[src/design/lame_pkg.sv]
`default_nettype none

package lame_pkg;

    localparam int HEADER_BITS = 32;
    localparam int LEN_W       = 32;
    localparam int HDR_CNT_W   = $clog2(HEADER_BITS + 1);
    localparam int HDR_POS_W   = $clog2(HEADER_BITS);
    localparam int TOTAL_W     = 32;
    localparam int MAX_W       = 20;
    localparam int BYTES_W     = 20;
    localparam int NEED_W      = LEN_W + 4;
    localparam int CFG_DATA_W  = 32;
    localparam int SAMPLE_W    = 16;
    localparam int BYTE_W      = 8;
    localparam int BITPOS_W    = 3;

    localparam logic [MAX_W-1:0] MAX_MESSAGE_BYTES_RESET = MAX_W'(1000000);

    typedef logic [0:0] cfg_index_t;

    localparam cfg_index_t CFG_TOTAL_SAMPLES     = 1'b0;
    localparam cfg_index_t CFG_MAX_MESSAGE_BYTES = 1'b1;

    typedef struct packed {
        logic                       first_of_file;
        logic signed [SAMPLE_W-1:0] sample;
    } in_item_t;

    typedef struct packed {
        logic              last;
        logic              status;
        logic [BYTE_W-1:0] byte_value;
    } result_t;

endpackage

`default_nettype wire

[src/design/lame_in_reg.sv]
`default_nettype none

module lame_in_reg (
    input  wire                aclk,
    input  wire                aresetn,
    input  wire                s_valid,
    output logic               s_ready,
    input  lame_pkg::in_item_t s_item,
    output logic               item_valid,
    output lame_pkg::in_item_t item,
    input  wire                item_take
);
    import lame_pkg::*;

    logic     valid_reg;
    logic     valid_next;
    in_item_t item_reg;

    assign s_ready    = !valid_reg || item_take;
    assign valid_next = s_ready ? s_valid : valid_reg;
    assign item_valid = valid_reg;
    assign item       = item_reg;

    always_ff @(posedge aclk) begin
        if (!aresetn) begin
            valid_reg <= 1'b0;
        end else begin
            valid_reg <= valid_next;
        end
        if (s_ready && s_valid) begin
            item_reg <= s_item;
        end
    end

endmodule

`default_nettype wire

[src/design/lame_decode.sv]
`default_nettype none

module lame_decode (
    input  wire                               aclk,
    input  wire                               aresetn,
    input  wire                               cfg_we,
    input  lame_pkg::cfg_index_t              cfg_index,
    input  wire [lame_pkg::CFG_DATA_W-1:0]    cfg_wdata,
    input  wire                               item_valid,
    input  lame_pkg::in_item_t                item,
    input  wire                               out_space,
    output logic                              item_take,
    output logic                              res_valid,
    output lame_pkg::result_t                 res
);
    import lame_pkg::*;

    typedef enum logic [1:0] {
        PH_HEADER = 2'd0,
        PH_BODY   = 2'd1,
        PH_DONE   = 2'd2
    } phase_t;

    logic [TOTAL_W-1:0]   total_samples_reg;
    logic [MAX_W-1:0]     max_bytes_reg;

    phase_t               phase_reg, phase_next, phase_cur;
    logic [HDR_CNT_W-1:0] hbs_reg, hbs_next, hbs_cur;
    logic [LEN_W-1:0]     len_reg, len_next, len_cur;
    logic [BITPOS_W-1:0]  bitpos_reg, bitpos_next, bitpos_cur;
    logic [BYTE_W-1:0]    shift_reg, shift_next, shift_cur;
    logic [BYTES_W-1:0]   bytes_reg, bytes_next, bytes_cur;

    logic                 bit_in;
    logic [LEN_W-1:0]     len_new;
    logic [HDR_CNT_W-1:0] hbs_new;
    logic [NEED_W-1:0]    need;
    logic                 reject;
    logic [BYTE_W-1:0]    shift_new;
    logic [BYTES_W-1:0]   bytes_new;
    logic                 is_last;
    logic                 emit;

    assign item_take = item_valid && out_space;
    assign bit_in    = item.sample[0];

    always_comb begin
        if (item.first_of_file) begin
            phase_cur  = PH_HEADER;
            hbs_cur    = '0;
            len_cur    = '0;
            bitpos_cur = '0;
            shift_cur  = '0;
            bytes_cur  = '0;
        end else begin
            phase_cur  = phase_reg;
            hbs_cur    = hbs_reg;
            len_cur    = len_reg;
            bitpos_cur = bitpos_reg;
            shift_cur  = shift_reg;
            bytes_cur  = bytes_reg;
        end

        len_new   = len_cur | (LEN_W'(bit_in) << hbs_cur[HDR_POS_W-1:0]);
        hbs_new   = hbs_cur + HDR_CNT_W'(1);
        need      = NEED_W'(HEADER_BITS) + {1'b0, len_new, 3'b000};
        reject    = (len_new == '0)
                 || (len_new > LEN_W'(max_bytes_reg))
                 || (need > NEED_W'(total_samples_reg));
        shift_new = shift_cur | (BYTE_W'(bit_in) << bitpos_cur);
        bytes_new = bytes_cur + BYTES_W'(1);
        is_last   = (LEN_W'(bytes_new) == len_cur);

        phase_next  = phase_cur;
        hbs_next    = hbs_cur;
        len_next    = len_cur;
        bitpos_next = bitpos_cur;
        shift_next  = shift_cur;
        bytes_next  = bytes_cur;
        emit        = 1'b0;
        res         = '0;

        case (phase_cur)
            PH_HEADER: begin
                len_next = len_new;
                hbs_next = hbs_new;
                if (hbs_new >= HDR_CNT_W'(HEADER_BITS)) begin
                    bitpos_next = '0;
                    shift_next  = '0;
                    bytes_next  = '0;
                    if (reject) begin
                        phase_next = PH_DONE;
                        emit       = 1'b1;
                        res.status = 1'b1;
                        res.last   = 1'b1;
                    end else begin
                        phase_next = PH_BODY;
                    end
                end
            end
            PH_BODY: begin
                if (bitpos_cur != BITPOS_W'(7)) begin
                    bitpos_next = bitpos_cur + BITPOS_W'(1);
                    shift_next  = shift_new;
                end else begin
                    bitpos_next    = '0;
                    bytes_next     = bytes_new;
                    shift_next     = '0;
                    emit           = 1'b1;
                    res.byte_value = shift_new;
                    res.last       = is_last;
                    if (is_last) begin
                        phase_next = PH_DONE;
                    end
                end
            end
            default: begin
            end
        endcase
    end

    assign res_valid = item_take && emit;

    always_ff @(posedge aclk) begin
        if (!aresetn) begin
            total_samples_reg <= '0;
            max_bytes_reg     <= MAX_MESSAGE_BYTES_RESET;
            phase_reg         <= PH_HEADER;
            hbs_reg           <= '0;
            len_reg           <= '0;
            bitpos_reg        <= '0;
            shift_reg         <= '0;
            bytes_reg         <= '0;
        end else begin
            if (cfg_we) begin
                case (cfg_index)
                    CFG_TOTAL_SAMPLES:     total_samples_reg <= cfg_wdata[TOTAL_W-1:0];
                    CFG_MAX_MESSAGE_BYTES: max_bytes_reg     <= cfg_wdata[MAX_W-1:0];
                    default: begin
                    end
                endcase
            end
            if (item_take) begin
                phase_reg  <= phase_next;
                hbs_reg    <= hbs_next;
                len_reg    <= len_next;
                bitpos_reg <= bitpos_next;
                shift_reg  <= shift_next;
                bytes_reg  <= bytes_next;
            end
        end
    end

endmodule

`default_nettype wire

[src/design/lame_out_reg.sv]
`default_nettype none

module lame_out_reg (
    input  wire                     aclk,
    input  wire                     aresetn,
    input  wire                     res_valid,
    input  lame_pkg::result_t       res,
    output logic                    out_space,
    output logic                    m_valid,
    input  wire                     m_ready,
    output lame_pkg::result_t       m_res
);
    import lame_pkg::*;

    logic    valid_reg;
    logic    valid_next;
    result_t res_reg;

    assign out_space  = !valid_reg || m_ready;
    assign valid_next = out_space ? res_valid : valid_reg;
    assign m_valid    = valid_reg;
    assign m_res      = res_reg;

    always_ff @(posedge aclk) begin
        if (!aresetn) begin
            valid_reg <= 1'b0;
        end else begin
            valid_reg <= valid_next;
        end
        if (out_space && res_valid) begin
            res_reg <= res;
        end
    end

endmodule

`default_nettype wire

[src/design/lsb_audio_message_extractor.sv]
// Recovers a message hidden in the LSBs of 16-bit audio samples.
// Input stream (s_*): one sample per request, s_tuser = first_of_file restarts
// decoding with that sample as header bit 0. The first 32 LSBs give the
// message length in bytes, LSB first; every following 8 LSBs give one byte.
// Output stream (m_*): one request per finished byte (m_tuser = 0), m_tlast
// on the final byte; or a single rejection request (data 0, m_tuser = 1,
// m_tlast = 1) when the length is zero, above max_message_bytes, or when
// 32 + 8*length exceeds total_samples. Samples after that give nothing.
// Config: cfg_we/cfg_index/cfg_wdata, index 0 total_samples, 1
// max_message_bytes; write only while the stream is idle.
// A taken sample is held in the input register; its result, if any, is
// written to the result register. Throughput: one sample per cycle unless
// m_tready stalls, set by the single decode stage between the two registers.
// Reset (aresetn low, synchronous): both stages empty, header phase,
// total_samples 0, max_message_bytes 1000000.
// A stalled m_tready holds the result; s_tready drops once the input register
// holds a sample, so at most one more sample is absorbed.
`default_nettype none

module lsb_audio_message_extractor (
    input  wire                            aclk,
    input  wire                            aresetn,
    input  wire                            cfg_we,
    input  lame_pkg::cfg_index_t           cfg_index,
    input  wire [lame_pkg::CFG_DATA_W-1:0] cfg_wdata,
    input  wire                            s_tvalid,
    output logic                           s_tready,
    input  wire [15:0]                     s_tdata,   // [15:0] sample
    input  wire                            s_tuser,   // [0] first_of_file
    output logic                           m_tvalid,
    input  wire                            m_tready,
    output logic [7:0]                     m_tdata,   // [7:0] byte_value
    output logic                           m_tuser,   // [0] status
    output logic                           m_tlast
);
    import lame_pkg::*;

    in_item_t s_item;
    in_item_t item;
    logic     item_valid;
    logic     item_take;
    logic     out_space;
    logic     res_valid;
    result_t  res;
    result_t  m_res;

    assign s_item.sample        = s_tdata;
    assign s_item.first_of_file = s_tuser;

    lame_in_reg u_in_reg (
        .aclk       (aclk),
        .aresetn    (aresetn),
        .s_valid    (s_tvalid),
        .s_ready    (s_tready),
        .s_item     (s_item),
        .item_valid (item_valid),
        .item       (item),
        .item_take  (item_take)
    );

    lame_decode u_decode (
        .aclk       (aclk),
        .aresetn    (aresetn),
        .cfg_we     (cfg_we),
        .cfg_index  (cfg_index),
        .cfg_wdata  (cfg_wdata),
        .item_valid (item_valid),
        .item       (item),
        .out_space  (out_space),
        .item_take  (item_take),
        .res_valid  (res_valid),
        .res        (res)
    );

    lame_out_reg u_out_reg (
        .aclk      (aclk),
        .aresetn   (aresetn),
        .res_valid (res_valid),
        .res       (res),
        .out_space (out_space),
        .m_valid   (m_tvalid),
        .m_ready   (m_tready),
        .m_res     (m_res)
    );

    assign m_tdata = m_res.byte_value;
    assign m_tuser = m_res.status;
    assign m_tlast = m_res.last;

endmodule

`default_nettype wire
[config.mk]
export PLATFORM = sky130hd
export DESIGN_NAME = lsb_audio_message_extractor
export DESIGN_NICKNAME = d
export VERILOG_FILES = /design/src/design/lame_pkg.sv /design/src/design/lame_in_reg.sv /design/src/design/lame_decode.sv /design/src/design/lame_out_reg.sv /design/src/design/lsb_audio_message_extractor.sv
export SDC_FILE = /design/constraint.sdc
export NUM_CORES = 1
export LEC_CHECK = 0
export ABC_CLOCK_PERIOD_IN_PS = 6800
export BUFFER_PORTS_ARGS = -buffer_cell sky130_fd_sc_hd__buf_2
export CORE_MARGIN = 4
export CORE_UTILIZATION = 48
export DETAILED_ROUTE_END_ITERATION = 10
export PLACE_DENSITY_LB_ADDON = 0.12
export RECOVER_POWER = 25
export SYNTH_ARGS = -nofsm -noshare
export SYNTH_HDL_FRONTEND = slang
export SYNTH_SLANG_ARGS = --single-unit
[constraint.sdc]
create_clock -name aclk -period 6.8 [get_ports aclk]
set_input_delay 0.68 -clock aclk [delete_from_list [all_inputs] [get_ports aclk]]
set_output_delay 0.68 -clock aclk [all_outputs]
set_load 0.02 [all_outputs]
=== Word-level counts from Yosys, hierarchy flattened ===
Cells that the tools add are included.
W data, S select, Z words.

* Flip-flop bits (word level): 137
* Input port bits: 55
* Output and inout port bits: 12
* Logic and storage cells: 77

* Add/subtract/negate cells: 4
* Magnitude comparators: 3
* Equal/unequal tests: 3
* Shift-type cells: 2
* Muxes and demuxes: 30
* Bitwise operators: 4
* Reductions and logical operators: 16

{| class="wikitable"
|+ Operators by type and width
! operator !! number
|-
| $mux W32 || 2
|-
| $mux W20 || 3
|-
| $pmux W20 S2 || 1
|-
| $add A6 B35 Y36 const A || 1
|-
| $gt A36 B32 Y1 || 1
|-
| $eq A20 B32 Y1 || 1
|-
| $gt A32 B20 Y1 || 1
|-
| $logic_not A32 Y1 || 1
|-
| $or A32 B32 Y32 || 1
|-
| $shl A1 B5 Y32 || 1
|-
| $mux W8 || 3
|-
| $add A20 B1 Y20 const B || 1
|-
| $pmux W8 S2 || 1
|-
| $mux W2 || 7
|-
| $mux W6 || 2
|-
| $mux W3 || 3
|-
| $or A8 B8 Y8 || 1
|-
| $shl A1 B3 Y8 || 1
|-
| $add A6 B1 Y6 const B || 1
|-
| $ge A6 B6 Y1 const B || 1
|-
| $pmux W3 S2 || 1
|-
| $reduce_and A2 Y1 || 3
|-
| $logic_and A1 B1 Y1 || 4
|-
| $logic_or A1 B1 Y1 || 4
|-
| 10 further kinds || 16
|}

=== Depth between registers and ports, before layout ===
Gate-level depths: netlist of run 1.

* Word-level depth: 11
* Gate-level depth with buffers: 21

=== By module ===
From an unflattened synthesis of run 1, not the netlist that was laid out.

* Cells, all modules: 1136
* Area total of the unflattened synthesis: 9397.8 um^2

{| class="wikitable"
|+ Modules (own cells, without submodules)
! module !! times used !! cells an instance !! area each (um^2)
|-
| lame_decode || 1 || 1099 || 8471.9
|-
| lame_in_reg || 1 || 22 || 568.0
|-
| lame_out_reg || 1 || 15 || 357.8
|}

=== Worst setup path after synthesis of run 1 ===
Ideal clock, no wire load.

* Kind: register -> register
* From: reg u_in_reg.item_reg (netlist bit u_in_reg.item[16])
* To: reg u_out_reg.res_reg (netlist bit u_out_reg.m_res[0]) (enable)
* Arrival: 4.526 ns
* Required time: 6.420 ns
* Slack: 1.894 ns
* Cell stages (with the launch flop): 21
* Path buffers: 4
* Clock period less this slack: 4.906 ns
* Cells stage by stage: edfxtp_1 > buf_2 > inv_1 > buf_2 > buf_2 > clkbuf_1 > a22oi_1 > inv_1 > ha_1 > nand3_1 > nor4b_4 > and3_1 > nand3_1 > xnor2_1 > ha_1 > nand4_1 > nor3_1 > a21boi_0 > o2bb2ai_1 > o311ai_4 > a21oi_1

* Longest elaborated chain between the ends: 11
* Elaborated cells between the ends (all ways): 23
* Classes of those cells: add/sub: 2; order compare: 3; eq/ne: 2; shift: 1; mux: 8; bitwise: 1; reduce/logical: 6

{| class="wikitable"
|+ Ends and longest elaborated chain
! element !! line !! RTL
|-
| from (decl) || lame_in_reg.sv:17 || <nowiki>in_item_t item_reg;</nowiki>
|-
| from (signal assigned) || lame_in_reg.sv:31 || <nowiki>item_reg <= s_item;</nowiki>
|-
| $mux W6 || lame_decode.sv:48 || <nowiki>if (item.first_of_file) begin</nowiki>
|-
| $shl A1 B5 Y32 || lame_decode.sv:64 || <nowiki>len_new = len_cur | (LEN_W'(bit_in) << hbs_cur[HDR_POS_W-1:0]);</nowiki>
|-
| $or A32 B32 Y32 || lame_decode.sv:64 ||
|-
| $add A6 B35 Y36, or another cell as far along || lame_decode.sv:66 || <nowiki>need = NEED_W'(HEADER_BITS) + {1'b0, len_new, 3'b000};</nowiki>
|-
| $gt A36 B32 Y1 or $logic_or A1 B1 Y1 (tied branches) || lame_decode.sv:69, lame_decode.sv:68 ||
|-
| $logic_or A1 B1 Y1 || lame_decode.sv:69 || <nowiki>|| (need > NEED_W'(total_samples_reg));</nowiki>
|-
| $mux W1 || lame_decode.sv:91 || <nowiki>if (reject) begin</nowiki>
|-
| $mux W1 || lame_decode.sv:87 || <nowiki>if (hbs_new >= HDR_CNT_W'(HEADER_BITS)) begin</nowiki>
|-
| $pmux W1 S2 * || lame_decode.sv:83 || <nowiki>case (phase_cur)</nowiki>
|-
| $logic_and A1 B1 Y1 * || lame_decode.sv:122 || <nowiki>assign res_valid = item_take && emit;</nowiki>
|-
| $logic_and A1 B1 Y1 * || lame_out_reg.sv:30 || <nowiki>if (out_space && res_valid) begin</nowiki>
|-
| to (signal assigned) || lame_out_reg.sv:31 || <nowiki>res_reg <= res;</nowiki>
|-
| to (decl) || lame_out_reg.sv:17 || <nowiki>result_t res_reg;</nowiki>
|}

Every way passes the cells marked *; elsewhere a longest branch is shown, timed or not.
A chain may end at the register's enable or synchronous reset.

=== Worst setup path in the final report of run 1 ===
* From: reg u_decode.hbs_reg[3]
* To: reg u_out_reg.res_reg (netlist bit u_out_reg.m_res[9]) (enable)

* Longest elaborated chain between the ends: 11
* Elaborated cells between the ends (all ways): 16
* Classes of those cells: add/sub: 2; order compare: 3; shift: 1; mux: 4; bitwise: 1; reduce/logical: 5

{| class="wikitable"
|+ Ends and longest elaborated chain
! element !! line !! RTL
|-
| from (decl) || lame_decode.sv:28 || <nowiki>logic [HDR_CNT_W-1:0] hbs_reg, hbs_next, hbs_cur;</nowiki>
|-
| from (signal assigned) || lame_decode.sv:145 || <nowiki>hbs_reg <= hbs_next;</nowiki>
|-
| $mux W6 * || lame_decode.sv:48 ||
|-
| $shl A1 B5 Y32 || lame_decode.sv:64 ||
|-
| $or A32 B32 Y32 || lame_decode.sv:64 ||
|-
| $add A6 B35 Y36, or another cell as far along || lame_decode.sv:66 ||
|-
| $gt A36 B32 Y1 or $logic_or A1 B1 Y1 (tied branches) || lame_decode.sv:69, lame_decode.sv:68 ||
|-
| $logic_or A1 B1 Y1 || lame_decode.sv:69 ||
|-
| $mux W1 || lame_decode.sv:91 ||
|-
| $mux W1 * || lame_decode.sv:87 ||
|-
| $pmux W1 S2 * || lame_decode.sv:83 ||
|-
| $logic_and A1 B1 Y1 * || lame_decode.sv:122 ||
|-
| $logic_and A1 B1 Y1 * || lame_out_reg.sv:30 ||
|}

Marks and branches as above.

==> flow_metrics.tcl, run 1 <==
set metrics [dict create \
    worstPathArrival_ns 5.77 \
    synthCells 1144 \
    grt_pass1_wl_mm 40.97 \
    hp-class "input pin to register" \
    finalWorstSetupSlack_ns 1.166 \
    yosys_warnings 0 \
    cts_resized 0 \
    synth_fp_nets 1253 \
    cts_buffer_depth 2 \
    final.period_utilization 0.8285 \
    cap_violations 1 \
    placed_area_sq_mm 0.009223 \
    grt_use_met3 0.04493 \
    use_met2 0.3753 \
    drv_slew 47 \
    multi_input_area_sq_mm 0.005461 \
    place.port_buffers 51 \
    fin_crit_ns 5.634 \
    hold_depth 1 \
    critPathBufInv 1 \
    wl_per_cell_um 17.84 \
    hold_viol 0 \
    syn_to_final_growth_pct 10.51 \
    cts_setup_buffers 0 \
    design_area_sq_mm 0.009786 \
    die_w_um 143.8 \
    cp.required_ns 6.94 \
    seqCellArea_sq_mm 0.002863 \
    hpwl_mm 18.13 \
    layout-drive-gt1-share 0.08632 \
    tightestPinTransition_ns 1.579 \
    endpoint_kind "register" \
    coreArea_sq_mm 0.01802 \
    grt_max_degree 56 \
    hp-start "s_tuser" \
    cts_max_level 4 \
    setup_violations 0 \
    drt_iter0_drc 789 \
    path_delay_family "simple AND/OR/NAND/NOR gates" \
    cts_buffers 17 \
    syn_area_per_cell_sq_um 7.740 \
    viasPerCell 5.941 \
    cp_max_fo 14 \
    synth_seq_cells 137 \
    grt_overflow 0 \
    hold_end "u_in_reg.item[16]" \
    hold_slack_ns 0.4205 \
    skew_ns 0.01082 \
    grt_util_met1 0.3662 \
    via_count 8311 \
    final_common_cell "nand2_1" \
    layout_common_cells "143 x nand2_1, 125 x dfxtp_1, 112 x nor2_1" \
    relSlewSlack -0.05372 \
    postRouteAntennaNets 0 \
    vdd_drop_max_mv 0.1829 \
    fmax_mhz 177.5 \
    first_pass_iters 5 \
    timing.rr.end "u_out_reg.m_res[9]" \
    fin_util 0.5429 \
    critPathSlowestCell "nor4b_2" \
    netlist_area_sq_mm 0.008855 \
    crit_path_cell_trace "nor4b_2 -> and2_1 -> a22o_1 -> ha_1 -> nand3_1 -> nor4b_4 -> nand4_1 -> xnor2_1 -> ha_1 -> nand4_1 -> nor3_1 -> a221oi_1 -> o211ai_1 -> o2bb2ai_1 -> o311ai_4 -> a21oi_1 -> buf_4" \
    clock_sinks 137 \
    routed_wl_mm 24.96 \
    n_antenna_cell 0 \
    initial_core_util 0.4913 \
    postCtsHoldBufs 0 \
    ys.flop_type "dfxtp_1" \
    start_kind "register" \
    r2r_start "u_decode.hbs_reg[3]" \
    run_status "finished with violations" \
    synth_edf_count 12 \
    cts_root_buf "clkbuf_16" \
    ys_seq_area_frac 0.3233 \
    grt_util_all_layers 0.2472 \
    path_class "register to register" \
    rsz0062_at_grt "false" \
    drc_errors 0 \
    gp_congestion 0.9075 \
    grt_pass1_vias 7771 \
    synthDistinctLibCells 80 \
    fin_tns_setup_ns 0 \
    dieArea_sq_mm 0.02068 \
    power.density_mw_per_mm2 196.2 \
    clk-insertion-delay-late_ns 0.43 \
    rrSetupSlack_ns 1.17 \
    rows 49 \
    clkTransAtPathRegs_ns 0.06 \
    async_reset_ff_frac 0 \
    busiest_layer "met2" \
    violations "capacitance limit, slew limit" \
    dp_slack_ns 1.312 \
    die_y_um 143.8 \
    nFillCells 1781 \
    cts_tree "built" \
    nNetsFinal 1266 \
    antenna_found_initial 0 \
    leakage_nw 3.811 \
    slowest_delay_ns 0.74 \
    io_pins 67 \
    reg2reg_depth 17 \
]
## layer usage
layer / share of wire / routed length (um) / vias up
met1: 0.49 / 12280 / 3925
met5: 0 / 0 / -
met2: 0.44 / 10940 / 222
met4: 0.0096 / 240 / 0
li1: - / - / 4145
met3: 0.060 / 1493 / 19
## synth_stat cells (all sizes together) (7+ instances only)
master,n,share of area
nand2,143,0.061
dfxtp,125,0.28
nor2,112,0.047
a21oi,109,0.062
inv,63,0.027
ha,54,0.076
o21ai,53,0.030
clkbuf,46,0.020
nand3,39,0.023
xnor2,31,0.031
buf,27,0.015
nand4,25,0.018
nor2b,24,0.017
nor3,21,0.012
a31oi,20,0.014
and2,18,0.013
nor4,18,0.014
a32oi,17,0.018
nand2b,16,0.011
o211ai,15,0.013
a22oi,14,0.012
xor2,14,0.014
edfxtp,12,0.041
and3,10,0.0071
o211a,8,0.0090
a32o,7,0.0079
o31ai,7,0.0065
## worst max path at each step
stage / from / to / slack, ns / cells after the start
finish: u_decode.hbs_reg[3] / u_out_reg.m_res[9] / 1.17 / 17
global route: u_decode.hbs_reg[3] / u_out_reg.m_res[7] / 0.80 / 18
CTS: u_decode.hbs_reg[3] / u_out_reg.m_res[7] / 1.26 / 17
detailed placement: u_decode.hbs_reg[3] / u_out_reg.m_res[2] / 1.31 / 17
global placement: u_decode.hbs_reg[2] / u_out_reg.m_res[4] / 1.33 / 19
floorplan: u_in_reg.item[16] / u_out_reg.m_res[0] / 1.89 / 20
## cells by family (layout without fill, tap and decap cells)
logic type	Yosys count	after routing	synth area share
compound gates	299	299	0.2223
xor+xnor	45	45	0.04451
fa+ha+maj	54	54	0.07630
buf+inv	136	162	0.06090
flops	137	137	0.3233
mux	3	3	0.003391
simple gates	470	470	0.2693
## cell type report
class	instances	area share
clock inverters	15	0.01573
multi-input cells	871	0.5581
well taps	229	0.02928
flip-flops and latches	137	0.2925
clock buffers	17	0.04347
inverters	63	0.02417
repair buffers	67	0.03670
## stage by stage
| step | instances | power (mW) |
|---|---|---|
| 3_3_place_gp | 1367 | 1.011 |
| 5_1_grt | 1399 | 1.990 |
| 3_5_place_dp | 1367 | 1.013 |
| 4_1_cts | 1399 | 1.933 |
| 6_report | 1399 | 1.920 |
| 2_1_floorplan | 1144 | 0.9613 |
## where the power goes
group          internal, mW  total (mW)  switching (mW)
sequential            0.830       0.840          0.0102
clock                 0.517       0.923           0.406
combinational        0.0507       0.157           0.107
total                  1.40        1.92           0.523
Note: power is estimated with default switching activity, not from simulation.
==> run 2: changes to the inputs <==
--- a/config.mk
+++ b/config.mk
@@ -5,7 +5,7 @@
 export SDC_FILE = /design/constraint.sdc
 export NUM_CORES = 1
 export LEC_CHECK = 0
-export ABC_CLOCK_PERIOD_IN_PS = 6800
+export ABC_CLOCK_PERIOD_IN_PS = 5700
 export BUFFER_PORTS_ARGS = -buffer_cell sky130_fd_sc_hd__buf_2
 export CORE_MARGIN = 4
 export CORE_UTILIZATION = 48
==> constraint.sdc (replaced) <==
create_clock -name aclk -period 5.7 [get_ports aclk]
set_input_delay 0.57 -clock aclk [delete_from_list [all_inputs] [get_ports aclk]]
set_output_delay 0.57 -clock aclk [all_outputs]
set_load 0.02 [all_outputs]
==> flow_metrics.tcl, run 2 (same netlist as run 1, synthesis figures left out) <==
set metrics [dict create \
    run_status "finished with violations" \
    violations "capacitance limit, slew limit" \
    via_count 8498 \
    fin_tns_setup_ns 0 \
    routed_wl_mm 25.70 \
    grt_use_met3 0.04459 \
    grt_pass1_wl_mm 41.61 \
    p_int_mw 1.760 \
    drc_errors 0 \
    rrSetupSlack_ns 0.41 \
    viasPerCell 6.036 \
    final.period_utilization 0.9285 \
    antenna_found_initial 0 \
    start_kind "register" \
    cts_root_buf "clkbuf_16" \
    coreArea_sq_mm 0.01802 \
    leakage_nw 3.884 \
    reg2reg_depth 18 \
    clock_sinks 137 \
    grt_util_all_layers 0.2523 \
    p_total_mw 2.394 \
    cap_violations 3 \
    critPathLaunch "u_in_reg.item[16]" \
    fmax_mhz 188.9 \
    fin_crit_ns 5.293 \
    drt_iter0_drc 871 \
    path_class "register to register" \
    comb_power_share 0.079 \
    hold_viol 0 \
    skew_ns 0.01227 \
    grt_overflow 0 \
    rsz0062_at_grt "false" \
    cp_max_fo 11 \
    fin_util 0.5493 \
    worstPathArrival_ns 5.48 \
    grt_max_degree 57 \
    layout-drive-gt1-share 0.09245 \
    use_met2 0.3714 \
    drv_slew 103 \
    p_seq_frac 0.420 \
    io_pins 67 \
    multi_input_area_sq_mm 0.005461 \
    cts_max_level 4 \
    hpwl_mm 18.48 \
    dieArea_sq_mm 0.02068 \
    gp_congestion 0.9224 \
    syn_to_final_growth_pct 11.81 \
    die_w_um 143.8 \
    setup_violations 0 \
    rows 49 \
    swShare 0.2647 \
    postRouteAntennaNets 0 \
    power_frac_clock 0.501 \
    timing.rr.end "u_out_reg.m_res[6]" \
    busiest_layer "met1" \
    wl_per_cell_um 18.25 \
    n_antenna_cell 0 \
    grt_util_met1 0.3881 \
    clkTransAtPathRegs_ns 0.07 \
    cts_buffers 17 \
    hp-class "input pin to register" \
    clk-insertion-delay-late_ns 0.43 \
    grt_pass1_vias 7715 \
    cp.required_ns 5.89 \
    postCtsHoldBufs 0 \
    p_sw_uw 633.5 \
    vdd_drop_max_mv 0.2408 \
    first_pass_iters 5 \
    relSlewSlack -0.09223 \
    endpoint "u_out_reg.m_res[6]" \
    cts_buffer_depth 2 \
    nNetsFinal 1275 \
    die_y_um 143.8 \
    cts_tree "built" \
    seqCellArea_sq_mm 0.002863 \
    cts_resized 0 \
    final_common_cell "nand2_1" \
    nFillCells 1777 \
    initial_core_util 0.4913 \
    power.density_mw_per_mm2 241.8 \
    cts_setup_buffers 0 \
    r2r_start "u_in_reg.item[16]" \
    place.port_buffers 51 \
    tightestPinTransition_ns 1.637 \
    endpoint_kind "register" \
    layout_common_cells "143 x nand2_1, 125 x dfxtp_1, 112 x nor2_1" \
]
-- run 2: cell count changes in the layout (fill, tap and decap cells not counted), sizes merged --
cell	delta
inv	-2
buf	+7
clkbuf	+2
bufinv	+2
clkinv	+1
clkinvlp	-1
-- run 2: routing by layer --
layer | vias to the layer above | routed length [um]
met1 | 4027 | 12270
li1 | 4159 | -
met3 | 24 | 1886
met5 | - | 0
met4 | 0 | 249
met2 | 288 | 11290
-- run 2: layout make-up --
cell class,instances,area share
timing repair buffer,76,0.04271
clock buffer,17,0.04297
tap,229,0.02894
multi-input combinational,871,0.5516
clock inverter,15,0.02073
sequential,137,0.2891
inverter,63,0.02388
-- run 2: through the flow --
step	cells	instance area (sq um)	setup WS [ns]	hold WS, ns
floorplan	1144	8855	0.7940	0.4321
global placement	1376	9290	0.6230	0.4431
detailed placement	1376	9290	0.5733	0.4482
CTS	1408	9921	0.5032	0.3019
global route	1408	9901	0.1620	0.3051
finish	1408	9901	0.4073	0.3143
-- run 2: power by group through the flow --
stage	Clock, mW	Combinational, mW	Sequential, mW
final	1.20	0.189	1.00
after CTS	1.22	0.188	1.00
after global routing	1.26	0.213	1.01
after detailed placement	0	0.188	1.03
after global placement	0	0.186	1.03
after floorplan	0	0.127	1.02
-- run 2: how the worst min path moves through the flow --
| stage | slack, ns | end | startpoint | cells past startpoint |
|---|---|---|---|---|
| global route | 0.31 | u_in_reg.item[0] | s_tdata[0] | 1 |
| global placement | 0.44 | u_decode.total_samples_reg[19] | u_decode.total_samples_reg[19] | 2 |
| finish | 0.31 | u_in_reg.item[0] | s_tdata[0] | 1 |
| detailed placement | 0.45 | u_decode.total_samples_reg[3] | u_decode.total_samples_reg[3] | 2 |
| floorplan | 0.43 | u_decode.len_reg[30] | u_decode.len_reg[30] | 2 |
| CTS | 0.30 | u_in_reg.item[0] | s_tdata[0] | 1 |
-- run 2: critical path, cell delays in order, from the launching register on --
cell	delay (ns)
edfxtp_1	0.58
nor4b_2	0.38
and2_1	0.27
a22o_1	0.22
ha_1	0.22
nand3_1	0.15
nor4b_4	0.57
and3_1	0.25
nand3_1	0.09
xnor2_1	0.16
ha_1	0.30
a21o_1	0.18
a21oi_1	0.15
nor2b_1	0.07
a2111oi_0	0.49
o2bb2ai_1	0.30
o311ai_4	0.35
a21oi_1	0.11
buf_4	0.21
==> run 3: changes to the inputs <==
--- a/config.mk
+++ b/config.mk
@@ -7,6 +7,7 @@
 export LEC_CHECK = 0
 export ABC_CLOCK_PERIOD_IN_PS = 5700
 export BUFFER_PORTS_ARGS = -buffer_cell sky130_fd_sc_hd__buf_2
+export CORE_ASPECT_RATIO = 1.25
 export CORE_MARGIN = 4
 export CORE_UTILIZATION = 48
 export DETAILED_ROUTE_END_ITERATION = 10
==> flow_metrics.tcl, run 3 (same netlist as run 1, synthesis figures left out) <==
set metrics [dict create \
    antenna_found_initial 0 \
    die_w_um 129.5 \
    dp_slack_ns 0.4629 \
    clkTransAtPathRegs_ns 0.06 \
    postCtsHoldBufs 0 \
    final_common_cell "nand2_1" \
    dieArea_sq_mm 0.02070 \
    grt_overflow 0 \
    use_met2 0.4243 \
    leakage_nw 3.878 \
    drv_slew 103 \
    routed_wl_mm 25.32 \
    cts_tree "built" \
    place.port_buffers 51 \
    run_status "finished with violations" \
    drc_errors 0 \
    rrSetupSlack_ns 0.45 \
    via_count 8389 \
    power.density_mw_per_mm2 232.5 \
    hpwl_mm 18.69 \
    vdd_drop_max_mv 0.1991 \
    cts_buffer_depth 2 \
    grt_max_degree 56 \
    multi_input_area_sq_mm 0.005461 \
    clk-insertion-delay-late_ns 0.43 \
    setup_violations 0 \
    hp-start "s_tdata[0]" \
    layout_common_cells "143 x nand2_1, 125 x dfxtp_1, 112 x nor2_1" \
    fin_tns_setup_ns 0 \
    relSlewSlack -0.5768 \
    grt_use_met3 0.03814 \
    wl_per_cell_um 17.94 \
    coreArea_sq_mm 0.01810 \
    cp.required_ns 5.89 \
    fmax_mhz 190.6 \
    busiest_layer "met2" \
    nFillCells 1834 \
    layout-drive-gt1-share 0.09467 \
    hp-class "input pin to register" \
    seqCellArea_sq_mm 0.002863 \
    initial_core_util 0.4892 \
    grt_pass1_wl_mm 41.30 \
    worstPathArrival_ns 5.44 \
    final.period_utilization 0.9204 \
    path_class "register to register" \
    cts_max_level 4 \
    cap_violations 2 \
    endpoint_kind "register" \
    skew_ns 0.007707 \
    first_pass_iters 5 \
    viasPerCell 5.945 \
    timing.rr.end "u_out_reg.m_res[0]" \
    finalWorstSetupSlack_ns 0.4539 \
    p_total_mw 2.297 \
    hold_depth 1 \
    hold_end "u_in_reg.item[0]" \
    gp_congestion 0.9458 \
    cts_root_buf "clkbuf_16" \
    cts_resized 0 \
    grt_util_met1 0.3069 \
    nNetsFinal 1279 \
    grt_pass1_vias 7958 \
    r2r_start "u_in_reg.item[16]" \
    tightestPinTransition_ns 2.365 \
    cp_max_fo 10 \
    placed_area_sq_mm 0.009319 \
    clock_sinks 137 \
    hold_slack_ns 0.3102 \
    cts_setup_buffers 0 \
    drt_iter0_drc 577 \
    io_pins 67 \
    postRouteAntennaNets 0 \
    grt_util_all_layers 0.2476 \
    violations "capacitance limit, slew limit" \
    fin_crit_ns 5.246 \
    n_antenna_cell 0 \
    cts_buffers 17 \
    syn_to_final_growth_pct 11.57 \
    start_kind "register" \
    design_area_sq_mm 0.009879 \
    reg2reg_depth 19 \
    die_y_um 159.9 \
    rsz0062_at_grt "false" \
    rows 55 \
    hold_viol 0 \
]
[run 3: cell types whose count changed in the layout (fill, tap and decap cells not counted), sizes merged]
| cell | change |
|---|---|
| buf | +4 |
| bufinv | -2 |
| clkinvlp | +1 |
| inv | +1 |
[run 3: critical path, stage by stage (launching register included)]
cell and delay, ns:
edfxtp_1 0.56, nor4b_2 0.38, buf_4 0.21, and2_1 0.19
a22oi_1 0.14, inv_1 0.14, ha_1 0.22, nand3_1 0.14
nor4b_4 0.45, nand3_1 0.15, xnor2_1 0.19, ha_1 0.27
a21o_1 0.16, a21o_1 0.17, a21o_1 0.17, a2111oi_0 0.52
o2bb2ai_1 0.30, o311ai_4 0.34, a21oi_1 0.11, buf_4 0.20
[run 3: metal layers]
layer / up-vias / share of wire
li1: 4163 / -
met1: 3925 / 0.43
met2: 236 / 0.49
met3: 65 / 0.041
met4: 0 / 0.038
met5: - / 0
[run 3: area by class of cell]
cell class,instances,area share
clock buffer,17,0.04306
clock inverter,15,0.01583
inverter,63,0.02394
multi-input combinational,871,0.5528
sequential,137,0.2898
tap,228,0.02888
timing repair buffer,80,0.04572
[run 3: worst max path at each step]
stage	startpoint	end	slack, ns	depth (start not counted)
6_report	u_in_reg.item[16]	u_out_reg.m_res[0]	0.45	19
5_1_grt	u_in_reg.item[16]	u_out_reg.m_res[6]	0.07	20
4_1_cts	u_in_reg.item[16]	u_out_reg.m_res[7]	0.41	19
3_5_place_dp	u_in_reg.item[16]	u_out_reg.m_res[6]	0.46	19
3_3_place_gp	u_in_reg.item[16]	u_out_reg.m_res[5]	0.52	20
2_1_floorplan	u_in_reg.item[16]	u_out_reg.m_res[0]	0.79	20
[run 3: stage by stage]
step | utilization | std cells
floorplan | - | 1144
global placement | 0.5149 | 1379
detailed placement | 0.5149 | 1379
CTS | 0.5470 | 1411
global route | 0.5459 | 1411
finish | 0.5459 | 1411
[run 3: power breakdown]
| group | total, mW | switching [mW] | internal [mW] |
|---|---|---|---|
| Combinational | 0.187 | 0.124 | 0.0632 |
| Sequential | 1.00 | 0.0135 | 0.990 |
| Clock | 1.11 | 0.490 | 0.617 |
| Total | 2.30 | 0.627 | 1.67 |
